<file path="config.mk">
export PLATFORM = sky130hd
export DESIGN_NAME = bounded_queue_search_stats_flat
export DESIGN_NICKNAME = d
export VERILOG_FILES = /design/src/rtl/bqss_pkg.sv /design/src/rtl/bqss_if.sv /design/src/rtl/bounded_queue_search_stats.sv /design/src/rtl/bqss_ctrl.sv /design/src/rtl/bqss_dp.sv /design/src/flat_wrapper.sv
export VERILOG_INCLUDE_DIRS = /design/src /design/src/rtl
export SDC_FILE = /design/constraint.sdc
export NUM_CORES = 1
export LEC_CHECK = 0
export BUFFER_PORTS_ARGS = -buffer_cell sky130_fd_sc_hd__buf_2
export CAP_MARGIN = 20
export CELL_PAD_IN_SITES_DETAIL_PLACEMENT = 0
export CELL_PAD_IN_SITES_GLOBAL_PLACEMENT = 1
export CORE_ASPECT_RATIO = 1.1
export CORE_UTILIZATION = 55
export CTS_BUF_LIST = sky130_fd_sc_hd__clkbuf_4
export DETAILED_ROUTE_END_ITERATION = 10
export MAX_ROUTING_LAYER = met4
export PLACE_DENSITY_LB_ADDON = 0.1
export SYNTH_ARGS = -nofsm -noshare
export SYNTH_HDL_FRONTEND = slang
export SYNTH_SLANG_ARGS = --single-unit
</file>
<file path="constraint.sdc">
create_clock -name clk -period 13.29 [get_ports clk]
set_input_delay 2.658 -clock clk [delete_from_list [all_inputs] [get_ports clk]]
set_output_delay 2.658 -clock clk [all_outputs]
set_load 0.05 [all_outputs]
</file>
<file path="src/rtl/bounded_queue_search_stats_defines.svh">
// ----------------------------------------------------------------------------
// Assertion macros for the bounded queue with search and statistics
// Shared concurrent assertion forms, clocked and disabled during reset.
// ----------------------------------------------------------------------------
`ifndef BOUNDED_QUEUE_SEARCH_STATS_DEFINES_SVH
`define BOUNDED_QUEUE_SEARCH_STATS_DEFINES_SVH

// Same-cycle implication: when pre holds, post must hold in that cycle.
`define BQSS_ASSERT_IMPL(lbl, clk_sig, rst_n_sig, pre, post) \
	lbl: assert property (@(posedge clk_sig) disable iff (!rst_n_sig) (pre) |-> (post)) \
		else $error("bqss: same-cycle check failed");

// Next-cycle implication: when pre holds, post must hold in the following cycle.
`define BQSS_ASSERT_NEXT(lbl, clk_sig, rst_n_sig, pre, post) \
	lbl: assert property (@(posedge clk_sig) disable iff (!rst_n_sig) (pre) |=> (post)) \
		else $error("bqss: next-cycle check failed");

`endif

</file>
<file path="src/rtl/bqss_pkg.sv">
`timescale 1ns / 1ps
// ----------------------------------------------------------------------------
// bqss_pkg
// Field widths, operation and status codes, and the command and status
// structs that pass between the controller and the datapath.
// ----------------------------------------------------------------------------
package bqss_pkg;

	localparam int DEPTH_DEF      = 16;
	localparam int DATA_WIDTH_DEF = 16;

	localparam int OPCODE_W   = 3;
	localparam int VALUE_W    = 16;
	localparam int POSITION_W = 5;
	localparam int STATUS_W   = 2;
	localparam int MASK_W     = 16;
	localparam int MASK_IDX_W = 4;
	localparam int COUNT_W    = 5;
	localparam int TOTAL_W    = 20;

	typedef enum logic [OPCODE_W-1:0] {
		OP_ENQUEUE = 3'd0,
		OP_DEQUEUE = 3'd1,
		OP_SEARCH  = 3'd2,
		OP_EDIT    = 3'd3,
		OP_CLEAR   = 3'd4
	} opcode_t;

	typedef enum logic [STATUS_W-1:0] {
		ST_OK        = 2'd0,
		ST_FULL      = 2'd1,
		ST_EMPTY     = 2'd2,
		ST_NOT_FOUND = 2'd3
	} status_t;

	typedef struct packed {
		logic capture;
		logic exec;
		logic fetch;
		logic walk_init;
		logic walk_run;
		logic div_start;
		logic load_out;
	} ctrl_cmd_t;

	typedef struct packed {
		logic need_fetch;
		logic walk_done;
		logic div_done;
	} dp_stat_t;

endpackage

</file>
<file path="src/rtl/bqss_if.sv">
`timescale 1ns / 1ps
// ----------------------------------------------------------------------------
// bqss request and response channels
// Valid/ready channels carrying one operation item and one result item.
// ----------------------------------------------------------------------------
interface bqss_req_if import bqss_pkg::*; ();
	logic                         valid;
	logic                         ready;
	logic [OPCODE_W-1:0]          opcode;
	logic signed [VALUE_W-1:0]    value;
	logic [POSITION_W-1:0]        position;

	modport source (output valid, opcode, value, position, input ready);
	modport sink (input valid, opcode, value, position, output ready);
endinterface

interface bqss_rsp_if import bqss_pkg::*; ();
	logic                         valid;
	logic                         ready;
	logic [STATUS_W-1:0]          status;
	logic signed [VALUE_W-1:0]    item;
	logic [MASK_W-1:0]            match_mask;
	logic [COUNT_W-1:0]           count;
	logic signed [TOTAL_W-1:0]    total;
	logic signed [VALUE_W-1:0]    average;
	logic signed [VALUE_W-1:0]    largest;
	logic signed [VALUE_W-1:0]    smallest;

	modport source (output valid, status, item, match_mask, count, total, average,
		largest, smallest, input ready);
	modport sink (input valid, status, item, match_mask, count, total, average,
		largest, smallest, output ready);
endinterface

</file>
<file path="src/rtl/bounded_queue_search_stats.sv">
`timescale 1ns / 1ps
// ----------------------------------------------------------------------------
// bounded_queue_search_stats
// Bounded FIFO of signed entries with enqueue, dequeue, search, edit and
// clear, answering every operation with its status and queue statistics.
// ----------------------------------------------------------------------------
// Usage: each item on the req channel carries an opcode, a value and a
// 1-based position; each one produces exactly one item on the rsp channel
// with status, the dequeued or replaced entry, the search match mask, and
// count, total, average, largest and smallest of the entries held afterward.
// Both channels are valid/ready; an item moves when valid and ready are high
// at a rising clock edge.
// The time from acceptance to result is set by the entry walk, which reads
// one entry a cycle from the single-read-port entry memory, and by the
// bit-serial divider that forms the average one quotient bit per cycle;
// dequeue and edit add a fetch step when they find an entry to take or replace.
// One item is worked on at a time. The result sits in an output register,
// so the next item is accepted while a result still waits to be taken; a
// stalled receiver holds the block only once the next result is ready.
// Reset empties the queue and drops any pending result; the entries
// themselves are not cleared and never need to be.
// ----------------------------------------------------------------------------
`include "bounded_queue_search_stats_defines.svh"

module bounded_queue_search_stats import bqss_pkg::*; #(
	parameter int DEPTH      = DEPTH_DEF,
	parameter int DATA_WIDTH = DATA_WIDTH_DEF
) (
	input  logic       clk,
	input  logic       arst_n,
	bqss_req_if.sink   req,
	bqss_rsp_if.source rsp
);

	// Commands from the sequencer and conditions fed back to it.
	ctrl_cmd_t cmd;
	dp_stat_t  stat;

	bqss_ctrl u_ctrl (
		.clk       (clk),
		.arst_n    (arst_n),
		.req_valid (req.valid),
		.req_ready (req.ready),
		.rsp_valid (rsp.valid),
		.rsp_ready (rsp.ready),
		.cmd       (cmd),
		.stat      (stat)
	);

	// The datapath owns the entry ring, the walk, the divider and the
	// result register whose contents the rsp channel presents.
	bqss_dp #(
		.DEPTH      (DEPTH),
		.DATA_WIDTH (DATA_WIDTH)
	) u_dp (
		.clk        (clk),
		.arst_n     (arst_n),
		.cmd        (cmd),
		.stat       (stat),
		.opcode     (req.opcode),
		.value      (req.value),
		.position   (req.position),
		.status     (rsp.status),
		.item       (rsp.item),
		.match_mask (rsp.match_mask),
		.count      (rsp.count),
		.total      (rsp.total),
		.average    (rsp.average),
		.largest    (rsp.largest),
		.smallest   (rsp.smallest)
	);

	// Only one operation is in flight: acceptance closes the request side.
	`BQSS_ASSERT_NEXT(a_one_in_flight, clk, arst_n, req.valid && req.ready, !req.ready)

	// A new result is never written over one that has not been taken.
	`BQSS_ASSERT_IMPL(a_load_when_free, clk, arst_n, cmd.load_out, !rsp.valid || rsp.ready)

	// An empty queue reports all statistics as zero.
	`BQSS_ASSERT_IMPL(a_empty_stats_zero, clk, arst_n, (DEPTH < 32) && rsp.valid && (rsp.count == '0), (rsp.total == '0) && (rsp.average == '0) && (rsp.largest == '0) && (rsp.smallest == '0))

	// A refused enqueue only happens with the queue filled to its depth.
	`BQSS_ASSERT_IMPL(a_full_count, clk, arst_n, rsp.valid && (rsp.status == ST_FULL), 32'(rsp.count) == (DEPTH % 32))

endmodule

</file>
<file path="src/rtl/bqss_ctrl.sv">
`timescale 1ns / 1ps
// ----------------------------------------------------------------------------
// bqss_ctrl
// Sequencer that steps one operation through execute, fetch, entry walk,
// division and result hand-off.
// ----------------------------------------------------------------------------
module bqss_ctrl import bqss_pkg::*; (
	input  logic      clk,
	input  logic      arst_n,
	input  logic      req_valid,
	output logic      req_ready,
	output logic      rsp_valid,
	input  logic      rsp_ready,
	output ctrl_cmd_t cmd,
	input  dp_stat_t  stat
);

	typedef enum logic [5:0] {
		S_IDLE  = 6'b000001,
		S_EXEC  = 6'b000010,
		S_FETCH = 6'b000100,
		S_WALK  = 6'b001000,
		S_DIV   = 6'b010000,
		S_DONE  = 6'b100000
	} state_t;

	state_t state_q;
	state_t state_d;
	logic   rsp_valid_q;
	logic   out_free;

	// The result register may be reloaded once its item is gone or leaving.
	assign out_free = !rsp_valid_q || rsp_ready;

	always_comb begin
		state_d = state_q;
		cmd     = '0;
		case (state_q)
			S_IDLE: begin
				if (req_valid) begin
					cmd.capture = 1'b1;
					state_d     = S_EXEC;
				end
			end
			S_EXEC: begin
				cmd.exec = 1'b1;
				if (stat.need_fetch) begin
					state_d = S_FETCH;
				end else begin
					cmd.walk_init = 1'b1;
					state_d       = S_WALK;
				end
			end
			S_FETCH: begin
				cmd.fetch     = 1'b1;
				cmd.walk_init = 1'b1;
				state_d       = S_WALK;
			end
			S_WALK: begin
				cmd.walk_run = 1'b1;
				if (stat.walk_done) begin
					cmd.div_start = 1'b1;
					state_d       = S_DIV;
				end
			end
			S_DIV: begin
				if (stat.div_done) begin
					state_d = S_DONE;
				end
			end
			S_DONE: begin
				if (out_free) begin
					cmd.load_out = 1'b1;
					state_d      = S_IDLE;
				end
			end
			default: begin
				state_d = S_IDLE;
			end
		endcase
	end

	always_ff @(posedge clk or negedge arst_n) begin
		if (!arst_n) begin
			state_q     <= S_IDLE;
			rsp_valid_q <= 1'b0;
		end else begin
			state_q <= state_d;
			if (cmd.load_out) begin
				rsp_valid_q <= 1'b1;
			end else if (rsp_ready) begin
				rsp_valid_q <= 1'b0;
			end
		end
	end

	assign req_ready = (state_q == S_IDLE);
	assign rsp_valid = rsp_valid_q;

endmodule

</file>
<file path="src/rtl/bqss_dp.sv">
`timescale 1ns / 1ps
// ----------------------------------------------------------------------------
// bqss_dp
// Entry memory kept as a ring, head and fill count, the statistics walk,
// a bit-serial divider for the average, and the result register.
// ----------------------------------------------------------------------------
module bqss_dp import bqss_pkg::*; #(
	parameter int DEPTH      = DEPTH_DEF,
	parameter int DATA_WIDTH = DATA_WIDTH_DEF
) (
	input  logic                      clk,
	input  logic                      arst_n,
	input  ctrl_cmd_t                 cmd,
	output dp_stat_t                  stat,
	input  logic [OPCODE_W-1:0]       opcode,
	input  logic signed [VALUE_W-1:0] value,
	input  logic [POSITION_W-1:0]     position,
	output logic [STATUS_W-1:0]       status,
	output logic signed [VALUE_W-1:0] item,
	output logic [MASK_W-1:0]         match_mask,
	output logic [COUNT_W-1:0]        count,
	output logic signed [TOTAL_W-1:0] total,
	output logic signed [VALUE_W-1:0] average,
	output logic signed [VALUE_W-1:0] largest,
	output logic signed [VALUE_W-1:0] smallest
);

	localparam int AW  = (DEPTH > 1) ? $clog2(DEPTH) : 1;
	localparam int CW  = $clog2(DEPTH + 1);
	localparam int PW  = CW + 1;
	localparam int SW  = DATA_WIDTH + CW;
	localparam int DCW = $clog2(SW + 1);

	// Logical position i lives at (head + i) modulo DEPTH.
	function automatic logic [AW-1:0] phys(input logic [AW-1:0] head, input logic [CW-1:0] i);
		logic [PW-1:0] s;
		s = PW'(head) + PW'(i);
		if (s >= PW'(DEPTH)) begin
			s = s - PW'(DEPTH);
		end
		return s[AW-1:0];
	endfunction

	logic signed [DATA_WIDTH-1:0] mem [DEPTH];
	logic signed [DATA_WIDTH-1:0] rd_q;
	logic [AW-1:0]                rd_addr;
	logic [AW-1:0]                wr_addr;
	logic                         mem_we;

	logic [OPCODE_W-1:0]          op_q;
	logic signed [DATA_WIDTH-1:0] val_q;
	logic [POSITION_W-1:0]        pos_q;
	logic signed [63:0]           value_ext;

	logic [AW-1:0]                head_q;
	logic [CW-1:0]                count_q;
	logic [CW-1:0]                idx_q;
	logic [CW-1:0]                idx_s1;
	logic                         vld_s1;
	logic                         walk_rd;

	logic signed [SW-1:0]         sum_q;
	logic signed [DATA_WIDTH-1:0] big_q;
	logic signed [DATA_WIDTH-1:0] small_q;
	logic [MASK_W-1:0]            mask_q;
	logic [STATUS_W-1:0]          status_q;
	logic signed [DATA_WIDTH-1:0] item_q;

	logic [SW-1:0]                dq_q;
	logic [CW-1:0]                rem_q;
	logic [DCW-1:0]               div_cnt_q;
	logic                         neg_q;
	logic [SW-1:0]                sum_mag;
	logic [CW:0]                  trial;
	logic [CW:0]                  trial_diff;
	logic                         trial_ge;
	logic signed [SW-1:0]         avg_full;

	logic                         empty;
	logic                         full;
	logic                         pos_ok;
	logic [CW-1:0]                pos_idx;
	logic [AW-1:0]                edit_addr;

	logic signed [63:0]           item_ext;
	logic signed [63:0]           sum_ext;
	logic signed [63:0]           avg_ext;
	logic signed [63:0]           big_ext;
	logic signed [63:0]           small_ext;

	assign value_ext = 64'(value);

	assign empty     = (count_q == '0);
	assign full      = (count_q == CW'(DEPTH));
	assign pos_ok    = (pos_q != '0) && (32'(pos_q) <= 32'(count_q));
	assign pos_idx   = CW'(pos_q - POSITION_W'(1));
	assign edit_addr = phys(head_q, pos_idx);
	assign walk_rd   = (idx_q < count_q);

	assign stat.need_fetch = !empty && ((op_q == OP_DEQUEUE) || ((op_q == OP_EDIT) && pos_ok));
	assign stat.walk_done  = !walk_rd && !vld_s1;
	assign stat.div_done   = (div_cnt_q == '0);

	// Memory port control: the walk reads one entry a cycle; otherwise the
	// read port serves the head (dequeue) or the edited position.
	always_comb begin
		if (cmd.walk_run) begin
			rd_addr = phys(head_q, idx_q);
		end else if (op_q == OP_EDIT) begin
			rd_addr = edit_addr;
		end else begin
			rd_addr = head_q;
		end
		mem_we  = 1'b0;
		wr_addr = edit_addr;
		if (cmd.exec && (op_q == OP_ENQUEUE) && !full) begin
			mem_we  = 1'b1;
			wr_addr = phys(head_q, count_q);
		end else if (cmd.fetch && (op_q == OP_EDIT)) begin
			mem_we = 1'b1;
		end
	end

	always_ff @(posedge clk) begin
		if (mem_we) begin
			mem[wr_addr] <= val_q;
		end
		rd_q <= mem[rd_addr];
	end

	always_ff @(posedge clk or negedge arst_n) begin
		if (!arst_n) begin
			head_q    <= '0;
			count_q   <= '0;
			idx_q     <= '0;
			vld_s1    <= 1'b0;
			div_cnt_q <= '0;
		end else begin
			if (cmd.exec) begin
				if ((op_q == OP_ENQUEUE) && !full) begin
					count_q <= count_q + CW'(1);
				end
				if (op_q == OP_CLEAR) begin
					count_q <= '0;
				end
			end
			if (cmd.fetch && (op_q == OP_DEQUEUE)) begin
				head_q  <= (head_q == AW'(DEPTH - 1)) ? '0 : head_q + AW'(1);
				count_q <= count_q - CW'(1);
			end
			if (cmd.walk_init) begin
				idx_q  <= '0;
				vld_s1 <= 1'b0;
			end else if (cmd.walk_run) begin
				vld_s1 <= walk_rd;
				if (walk_rd) begin
					idx_q <= idx_q + CW'(1);
				end
			end else begin
				vld_s1 <= 1'b0;
			end
			if (cmd.div_start) begin
				div_cnt_q <= DCW'(SW);
			end else if (div_cnt_q != '0) begin
				div_cnt_q <= div_cnt_q - DCW'(1);
			end
		end
	end

	// Restoring division of |sum| by the count, one quotient bit a cycle.
	assign sum_mag    = sum_q[SW-1] ? -sum_q : sum_q;
	assign trial      = {rem_q, dq_q[SW-1]};
	assign trial_ge   = (trial >= {1'b0, count_q});
	assign trial_diff = trial - {1'b0, count_q};
	assign avg_full   = empty ? '0 : (neg_q ? -$signed(dq_q) : $signed(dq_q));

	always_ff @(posedge clk) begin
		if (cmd.capture) begin
			op_q  <= opcode;
			val_q <= value_ext[DATA_WIDTH-1:0];
			pos_q <= position;
		end
		if (cmd.exec) begin
			item_q <= '0;
			mask_q <= '0;
			case (op_q)
				OP_ENQUEUE: begin
					status_q <= full ? ST_FULL : ST_OK;
				end
				OP_DEQUEUE, OP_SEARCH, OP_CLEAR: begin
					status_q <= empty ? ST_EMPTY : ST_OK;
				end
				OP_EDIT: begin
					status_q <= empty ? ST_EMPTY : (pos_ok ? ST_OK : ST_NOT_FOUND);
				end
				default: begin
					status_q <= ST_NOT_FOUND;
				end
			endcase
		end
		if (cmd.fetch) begin
			item_q <= rd_q;
		end
		if (cmd.walk_run) begin
			idx_s1 <= idx_q;
		end
		if (cmd.walk_init) begin
			sum_q   <= '0;
			big_q   <= '0;
			small_q <= '0;
		end else if (vld_s1) begin
			sum_q <= sum_q + SW'(rd_q);
			if ((idx_s1 == '0) || (rd_q > big_q)) begin
				big_q <= rd_q;
			end
			if ((idx_s1 == '0) || (rd_q < small_q)) begin
				small_q <= rd_q;
			end
			if ((op_q == OP_SEARCH) && (32'(idx_s1) < MASK_W) && (rd_q == val_q)) begin
				mask_q[MASK_IDX_W'(idx_s1)] <= 1'b1;
			end
		end
		if (cmd.div_start) begin
			neg_q <= sum_q[SW-1];
			dq_q  <= sum_mag;
			rem_q <= '0;
			if ((op_q == OP_SEARCH) && (status_q == ST_OK) && (mask_q == '0)) begin
				status_q <= ST_NOT_FOUND;
			end
		end else if (div_cnt_q != '0) begin
			dq_q  <= {dq_q[SW-2:0], trial_ge};
			rem_q <= trial_ge ? trial_diff[CW-1:0] : trial[CW-1:0];
		end
	end

	assign item_ext  = 64'(item_q);
	assign sum_ext   = 64'(sum_q);
	assign avg_ext   = 64'(avg_full);
	assign big_ext   = 64'(big_q);
	assign small_ext = 64'(small_q);

	always_ff @(posedge clk) begin
		if (cmd.load_out) begin
			status     <= status_q;
			item       <= item_ext[VALUE_W-1:0];
			match_mask <= mask_q;
			count      <= COUNT_W'(count_q);
			total      <= sum_ext[TOTAL_W-1:0];
			average    <= avg_ext[VALUE_W-1:0];
			largest    <= big_ext[VALUE_W-1:0];
			smallest   <= small_ext[VALUE_W-1:0];
		end
	end

endmodule
</file>
<file path="src/flat_wrapper.sv">
// flat-port wrapper written by rule: the top's interface ports become plain ports
module bounded_queue_search_stats_flat import bqss_pkg::*;
#(
	parameter int DEPTH      = DEPTH_DEF,
	parameter int DATA_WIDTH = DATA_WIDTH_DEF
)
  (clk, arst_n, req_valid, req_opcode, req_value, req_position, req_ready, rsp_valid, rsp_status, rsp_item, rsp_match_mask, rsp_count, rsp_total, rsp_average, rsp_largest, rsp_smallest, rsp_ready);
  bqss_req_if req_i ();
  bqss_rsp_if rsp_i ();
  input  logic clk;
  input  logic arst_n;
  input wire logic [$bits(req_i.valid)-1:0] req_valid;
  input wire logic [$bits(req_i.opcode)-1:0] req_opcode;
  input wire logic [$bits(req_i.value)-1:0] req_value;
  input wire logic [$bits(req_i.position)-1:0] req_position;
  output wire logic [$bits(req_i.ready)-1:0] req_ready;
  output wire logic [$bits(rsp_i.valid)-1:0] rsp_valid;
  output wire logic [$bits(rsp_i.status)-1:0] rsp_status;
  output wire logic [$bits(rsp_i.item)-1:0] rsp_item;
  output wire logic [$bits(rsp_i.match_mask)-1:0] rsp_match_mask;
  output wire logic [$bits(rsp_i.count)-1:0] rsp_count;
  output wire logic [$bits(rsp_i.total)-1:0] rsp_total;
  output wire logic [$bits(rsp_i.average)-1:0] rsp_average;
  output wire logic [$bits(rsp_i.largest)-1:0] rsp_largest;
  output wire logic [$bits(rsp_i.smallest)-1:0] rsp_smallest;
  input wire logic [$bits(rsp_i.ready)-1:0] rsp_ready;
  assign req_i.valid = req_valid;
  assign req_i.opcode = req_opcode;
  assign req_i.value = req_value;
  assign req_i.position = req_position;
  assign req_ready = req_i.ready;
  assign rsp_valid = rsp_i.valid;
  assign rsp_status = rsp_i.status;
  assign rsp_item = rsp_i.item;
  assign rsp_match_mask = rsp_i.match_mask;
  assign rsp_count = rsp_i.count;
  assign rsp_total = rsp_i.total;
  assign rsp_average = rsp_i.average;
  assign rsp_largest = rsp_i.largest;
  assign rsp_smallest = rsp_i.smallest;
  assign rsp_i.ready = rsp_ready;
  bounded_queue_search_stats #(.DEPTH(DEPTH), .DATA_WIDTH(DATA_WIDTH)) u_core (.clk(clk), .arst_n(arst_n), .req(req_i), .rsp(rsp_i));
endmodule
</file>
==> metrics, run 1 <==
status complete, no violations; Synth Register Bits 549; CTS Buf Count 138; Slew HR 0.290; vias in the first global route 15.1k; Worst setup SP type flop; top-area cell type share of the netlist area 0.525; CTS hold repair buffers 0; routed vias 15.3k; Starting Density 0.563; Mapped Area 0.0246 mm^2; HP Class flop to flop; hpwl dp 36,300 um; EDFF count, synth 430; CP Capture Type output pin; Filler cells 3,347; met2 WL 28,500 um; Top FF cell, synth edfxtp_1; most frequent cells in the layout edfxtp_1 (430), mux2i_1 (288), clkbuf_4 (208); Iter 0 DRT Violations 1,021; period utilization 0.389; Reg clk slew, reported paths 0.06 ns; unrepaired setup endpoints after global routing false; clk root buf clkbuf_4; max layer used met4; H-Tree Depth 4; DRC Markers 0; CP cell instances nor3_1 -> nand2b_1 -> nor3b_1 -> buf_2; Routed WL 55,900 um; row count 80; initial antenna violation count 1; core area 0.0437 mm^2; ANT nets after route 0; leading cell type in the layout, fill and taps excluded edfxtp_1; synth unique cells 81; Yosys Warn Count 0; Die Span Y 224 um; Layout area overhead 13.0%; routed vias/inst 5.60; Req. time, crit path 10.63 ns; Pwr per Cell Area 194 mW/mm^2; CTS Sinks 549; Multi-input gate area 0.00856 mm^2; wl on met1 23,600 um; Chip Width 204 um; PortBufs 136; layout cells sized above 1 0.198; Ports 137; post-DR wirelength/cell 20.5 um; leading area contributor after synthesis edfxtp_1; Peak VDD IR 0.126 mV; Syn Inst Count 1,801; Final Util 0.636; sequential-to-total area share from yosys stat 0.627; Hold WS 0.420 ns; FF/Latch Area 0.0154 mm^2; Max Root-Sink Buffers 3; Final Skew 0.0551 ns; 1st-pass router iterations 5; Final Hold Viols 0; die area 0.0456 mm^2; DR WL met3 2570 um; first-pass GRT wire length 85,600 um; Slowest-stage cell, CP dfrtp_1; Final setup viols 0; Final Critical Period 5.18 ns; number of gates resized after cts 0; crit path DAT 2.52 ns; Max Cap Viol 0; largest net degree at the start of global routing 129; max-slew violations 0; CTS tree yes; ys async rst share 0.0492; P_leak 0.0107 uW; Overflow after GRT 0; synthesized area per cell 13.7 um^2; Synthesized Nets 1,917; CP max stage delay 0.46 ns; # nets final 2,157; GPL Wtd Cong 0.877; Worst-Skew Late Latency 0.89 ns; Setup CP Type flop to output pin; GRT Total Usage 0.258; dominant cells by area after synthesis edfxtp_1 (52%), mux2i_1 (12%), dfxtp_1 (7.5%), ha_1 (4.2%), dfrtp_1 (2.6%); CP max FO 8; Fmax achieved 193 MHz; slew at the pin closest to its max-slew limit 1.06 ns; Setup TNS Final 0 ns; Post-CTS Setup Bufs 0
## Yosys cell counts (10+ instances only)
cell type,number
a211oi_1,11
a21o_1,19
a21oi_1,65
a31oi_1,12
and2_1,23
buf_2,14
buf_4,10
buf_6,14
clkbuf_1,28
dfrtp_1,26
dfxtp_1,92
edfxtp_1,430
ha_1,83
inv_1,70
mux2i_1,289
nand2_1,118
nand2b_1,17
nand3_1,18
nand3b_1,10
nand4_1,12
nor2_1,108
nor2b_1,12
nor3_1,15
nor4_1,13
o21ai_0,48
o22ai_1,10
o31ai_1,19
or4_1,10
xnor2_1,29
xor2_1,49
## registers in the layout, summed over array words and instances, names as in the netlist, 6 cells and up
| register | cells |
|---|---|
| u_core.u_dp.val_q | 16 |
| u_core.u_dp.total | 20 |
| u_core.u_dp.mem | 256 |
| u_core.u_dp.rd_q | 16 |
| u_core.u_dp.dq_q | 21 |
| u_core.u_dp.big_q | 16 |
| u_core.u_dp.smallest | 16 |
| u_core.u_dp.small_q | 16 |
| u_core.u_dp.sum_q | 21 |
| u_core.u_dp.mask_q | 16 |
| u_core.u_dp.average | 16 |
| u_core.u_dp.largest | 16 |
| u_core.u_dp.item | 16 |
| u_core.u_dp.match_mask | 16 |
| u_core.u_dp.item_q | 16 |
| u_core.u_ctrl.state_q | 6 |
## metal layers
metal	vias to the layer above	track usage
met5	-	-
met1	7426	0.320
met4	0	0.0973
li1	7358	-
met2	385	0.426
met3	85	0.0416
## critical path, delay by kind of cell, from the launching register on
kind | cells | cell delay (ns)
buf+inv | 1 | 0.36
flops | 1 | 0.46
simple gates | 3 | 0.86
## final timing paths
kind                       slack [ns]                startpoint  cells after the start                        to
max                              8.11  u_core.u_ctrl.state_q[2]                      4                 req_ready
min                              0.42     u_core.u_dp.item_q[2]                      0       u_core.u_dp.item[2]
max reg2reg                      9.47    u_core.u_dp.count_q[1]                      7    u_core.u_dp.mem[11][7]
min reg2reg                      0.42     u_core.u_dp.item_q[2]                      0       u_core.u_dp.item[2]
max in group asynchronous       11.01                    arst_n                      1     u_core.u_dp.head_q[0]
min in group asynchronous        1.80                    arst_n                      1  u_core.u_dp.div_cnt_q[1]
## layout make-up
class	instances	area share
Multi-Input combinational cell	1113	0.308
Clock inverter	39	0.0122
Tap cell	574	0.0258
Antenna cell	1	0.0000900
Timing Repair Buffer	167	0.0333
Clock buffer	208	0.0561
Inverter	72	0.00972
Sequential cell	549	0.555
## cells by family (layout without fill, tap and decap cells)
family,Yosys count,in the layout,share of synthesized area
AO/OA/AOI/OAI,257,257,0.0702
XOR/XNOR,78,78,0.0278
adder cells (fa/ha/maj),88,88,0.0463
buffers and inverters,139,486,0.0277
flip-flops,549,549,0.627
multiplexers,295,295,0.120
other,0,1,0
AND/OR/NAND/NOR,395,395,0.0808
## where the power goes
part	switching [uW]	internal (uW)	leakage [uW]	total [uW]
logic	827	603	0.00458	1430
registers	335	2140	0.00501	2470
clock network	666	835	0.00112	1500
## through the flow
stage | power, uW | std cells | worst slack, ns | area (um^2)
final | 5410 | 2723 | 8.11 | 27800
after global routing | 5730 | 2723 | 7.92 | 27800
after CTS | 5460 | 2722 | 8.04 | 27800
after detailed placement | 3940 | 2475 | 8.32 | 25900
after global placement | 3900 | 2475 | 8.42 | 25900
after floorplan | 3490 | 1801 | 5.18 | 24600
(Power assumes the default switching activity.)
==> run 2, diff against run 1 <==
--- a/config.mk
+++ b/config.mk
@@ -11,7 +11,7 @@
 export CELL_PAD_IN_SITES_DETAIL_PLACEMENT = 0
 export CELL_PAD_IN_SITES_GLOBAL_PLACEMENT = 1
 export CORE_ASPECT_RATIO = 1.1
-export CORE_UTILIZATION = 55
+export CORE_UTILIZATION = 48
 export CTS_BUF_LIST = sky130_fd_sc_hd__clkbuf_4
 export DETAILED_ROUTE_END_ITERATION = 10
 export MAX_ROUTING_LAYER = met4
==> constraint.sdc (replaced) <==
create_clock -name clk -period 4.2 [get_ports clk]
set_input_delay 0.84 -clock clk [delete_from_list [all_inputs] [get_ports clk]]
set_output_delay 0.84 -clock clk [all_outputs]
set_load 0.05 [all_outputs]
==> run 2 against run 1 <==
  * Largest cell class unchanged
  * Critical path type unchanged
  * Combinational power increased to 3.3 times the previous value
  * Die area increased by 14%
  * First-iteration DRC count decreased by 18%
  * Flip-flop and latch count unchanged
  * Worst setup slack got worse by 7.4 ns
  * Via count increased by 1.3%
  * Largest power group unchanged
  * Wire length increased by 7.2%
==> metrics, run 2 (synthesized netlist as in run 1, its figures left out) <==
Req. time, crit path 3.36 ns; PortBufs 136; max-slew violations 0; max reg flops 256; largest registers u_core.u_dp.mem: 256 flops, u_core.u_dp.dq_q: 21 flops, u_core.u_dp.sum_q: 21 flops; P_leak 0.0109 uW; largest net degree at the start of global routing 53; Peak VDD IR 0.455 mV; Die Span Y 239 um; Final setup viols 0; Post-CTS Setup Bufs 0; Routed WL 59,900 um; Multi-input gate area 0.00856 mm^2; clk root buf clkbuf_4; initial antenna violation count 2; CTS Buf Count 141; core area 0.0504 mm^2; Filler cells 4,242; most frequent cells in the layout edfxtp_1 (430), mux2i_1 (288), clkbuf_4 (209); Pwr per Cell Area 610 mW/mm^2; Max Cap Viol 0; Top reg by flops u_core.u_dp.mem; layout cells sized above 1 0.204; die area 0.0522 mm^2; 1st-pass router iterations 5; status complete, no violations; first-pass GRT wire length 90,800 um; Worst-Skew Late Latency 0.98 ns; Final Hold Viols 0; routed vias 15.5k; ANT nets after route 0; CTS hold repair buffers 23; Max Root-Sink Buffers 3; Starting Density 0.489; GPL Wtd Cong 0.874; Reg clk slew, reported paths 0.07 ns; crit path DAT 2.64 ns; Setup CP Type flop to output pin; Overflow after GRT 0; DRC Markers 0; Ports 137; post-DR wirelength/cell 20.9 um; slew at the pin closest to its max-slew limit 1.03 ns; Iter 0 DRT Violations 841; Hold WS 0.107 ns; Fmax achieved 287 MHz; number of gates resized after cts 0; Chip Width 218 um; # nets final 2,211; Layout area overhead 15.3%; CTS Sinks 549; Slew HR 0.311; GRT Total Usage 0.243; FF/Latch Area 0.0154 mm^2; Final Skew 0.0641 ns; H-Tree Depth 4; row count 86; unrepaired setup endpoints after global routing false; hpwl dp 40,100 um; CP max FO 8; vias in the first global route 15.4k; Setup TNS Final 0 ns; CP Capture Type output pin; HP Class primary input to flop; Worst setup SP type flop; routed vias/inst 5.38; period utilization 0.828; CTS tree yes; leading cell type in the layout, fill and taps excluded edfxtp_1; Final Critical Period 3.48 ns
run 2: cell types whose count changed in the layout (fill, tap and decap cells not counted), moves of 2 or more:
cell	previous run	this run
buf_12	1	6
buf_4	30	53
bufinv_16	6	4
clkinv_1	21	32
clkinv_2	3	9
clkinv_4	5	0
clkinvlp_4	2	0
diode_2	1	3
dlygate4sd3_1	0	23
run 2: routing by layer:
metal,share of wire,GRT usage,up-vias
met2,0.52,0.416,373
met3,0.042,0.0499,87
li1,-,-,7457
met5,0,-,-
met4,0.020,0.0829,0
met1,0.41,0.284,7537
run 2: cell type report:
class,instances,share of cell area
Clock buffer,209,0.0553
Timing Repair Buffer,218,0.0503
Clock inverter,47,0.0103
Inverter,72,0.00952
Tap cell,660,0.0291
Sequential cell,549,0.544
Multi-Input combinational cell,1113,0.302
Antenna cell,3,0.000264
run 2: final timing paths:
kind / from / endpoint / slack, ns / cells after the start
setup / recovery: u_core.u_ctrl.state_q[2] / req_ready / 0.72 / 4
hold / removal: req_position[1] / u_core.u_dp.pos_q[1] / 0.11 / 1
setup reg to reg: u_core.u_dp.count_q[1] / u_core.u_dp.mask_q[5] / 0.78 / 10
hold reg to reg: u_core.u_dp.item_q[13] / u_core.u_dp.item[13] / 0.41 / 0
max in group asynchronous: arst_n / u_core.u_dp.idx_q[2] / 3.24 / 2
min in group asynchronous: arst_n / u_core.u_ctrl.state_q[4] / 0.46 / 2
run 2: report_power, final:
part | total, uW | switching [uW] | leakage, uW | internal, uW
clock | 4700 | 2160 | 0.00111 | 2530
sequential | 7850 | 1040 | 0.00500 | 6800
combinational | 4770 | 2760 | 0.00483 | 2010
total | 17300 | 5970 | 0.0109 | 11300
run 2: stage by stage:
stage	utilization	total power, uW	worst slack (ns)	cells	instance area (um^2)
5_1_grt	0.564	18400	0.425	2870	28400
3_5_place_dp	0.522	12700	0.870	2589	26300
6_report	0.564	17300	0.721	2871	28400
3_3_place_gp	0.522	12600	0.912	2589	26300
4_1_cts	0.564	17500	0.540	2868	28400
2_1_floorplan	-	11100	0.847	1801	24600
run 2: critical path, cell delays in order, from the launching register on:
cell and delay (ns):
dfrtp_1 0.46, nor3_1 0.30, nand2b_1 0.13, nor3b_1 0.44, buf_2 0.36
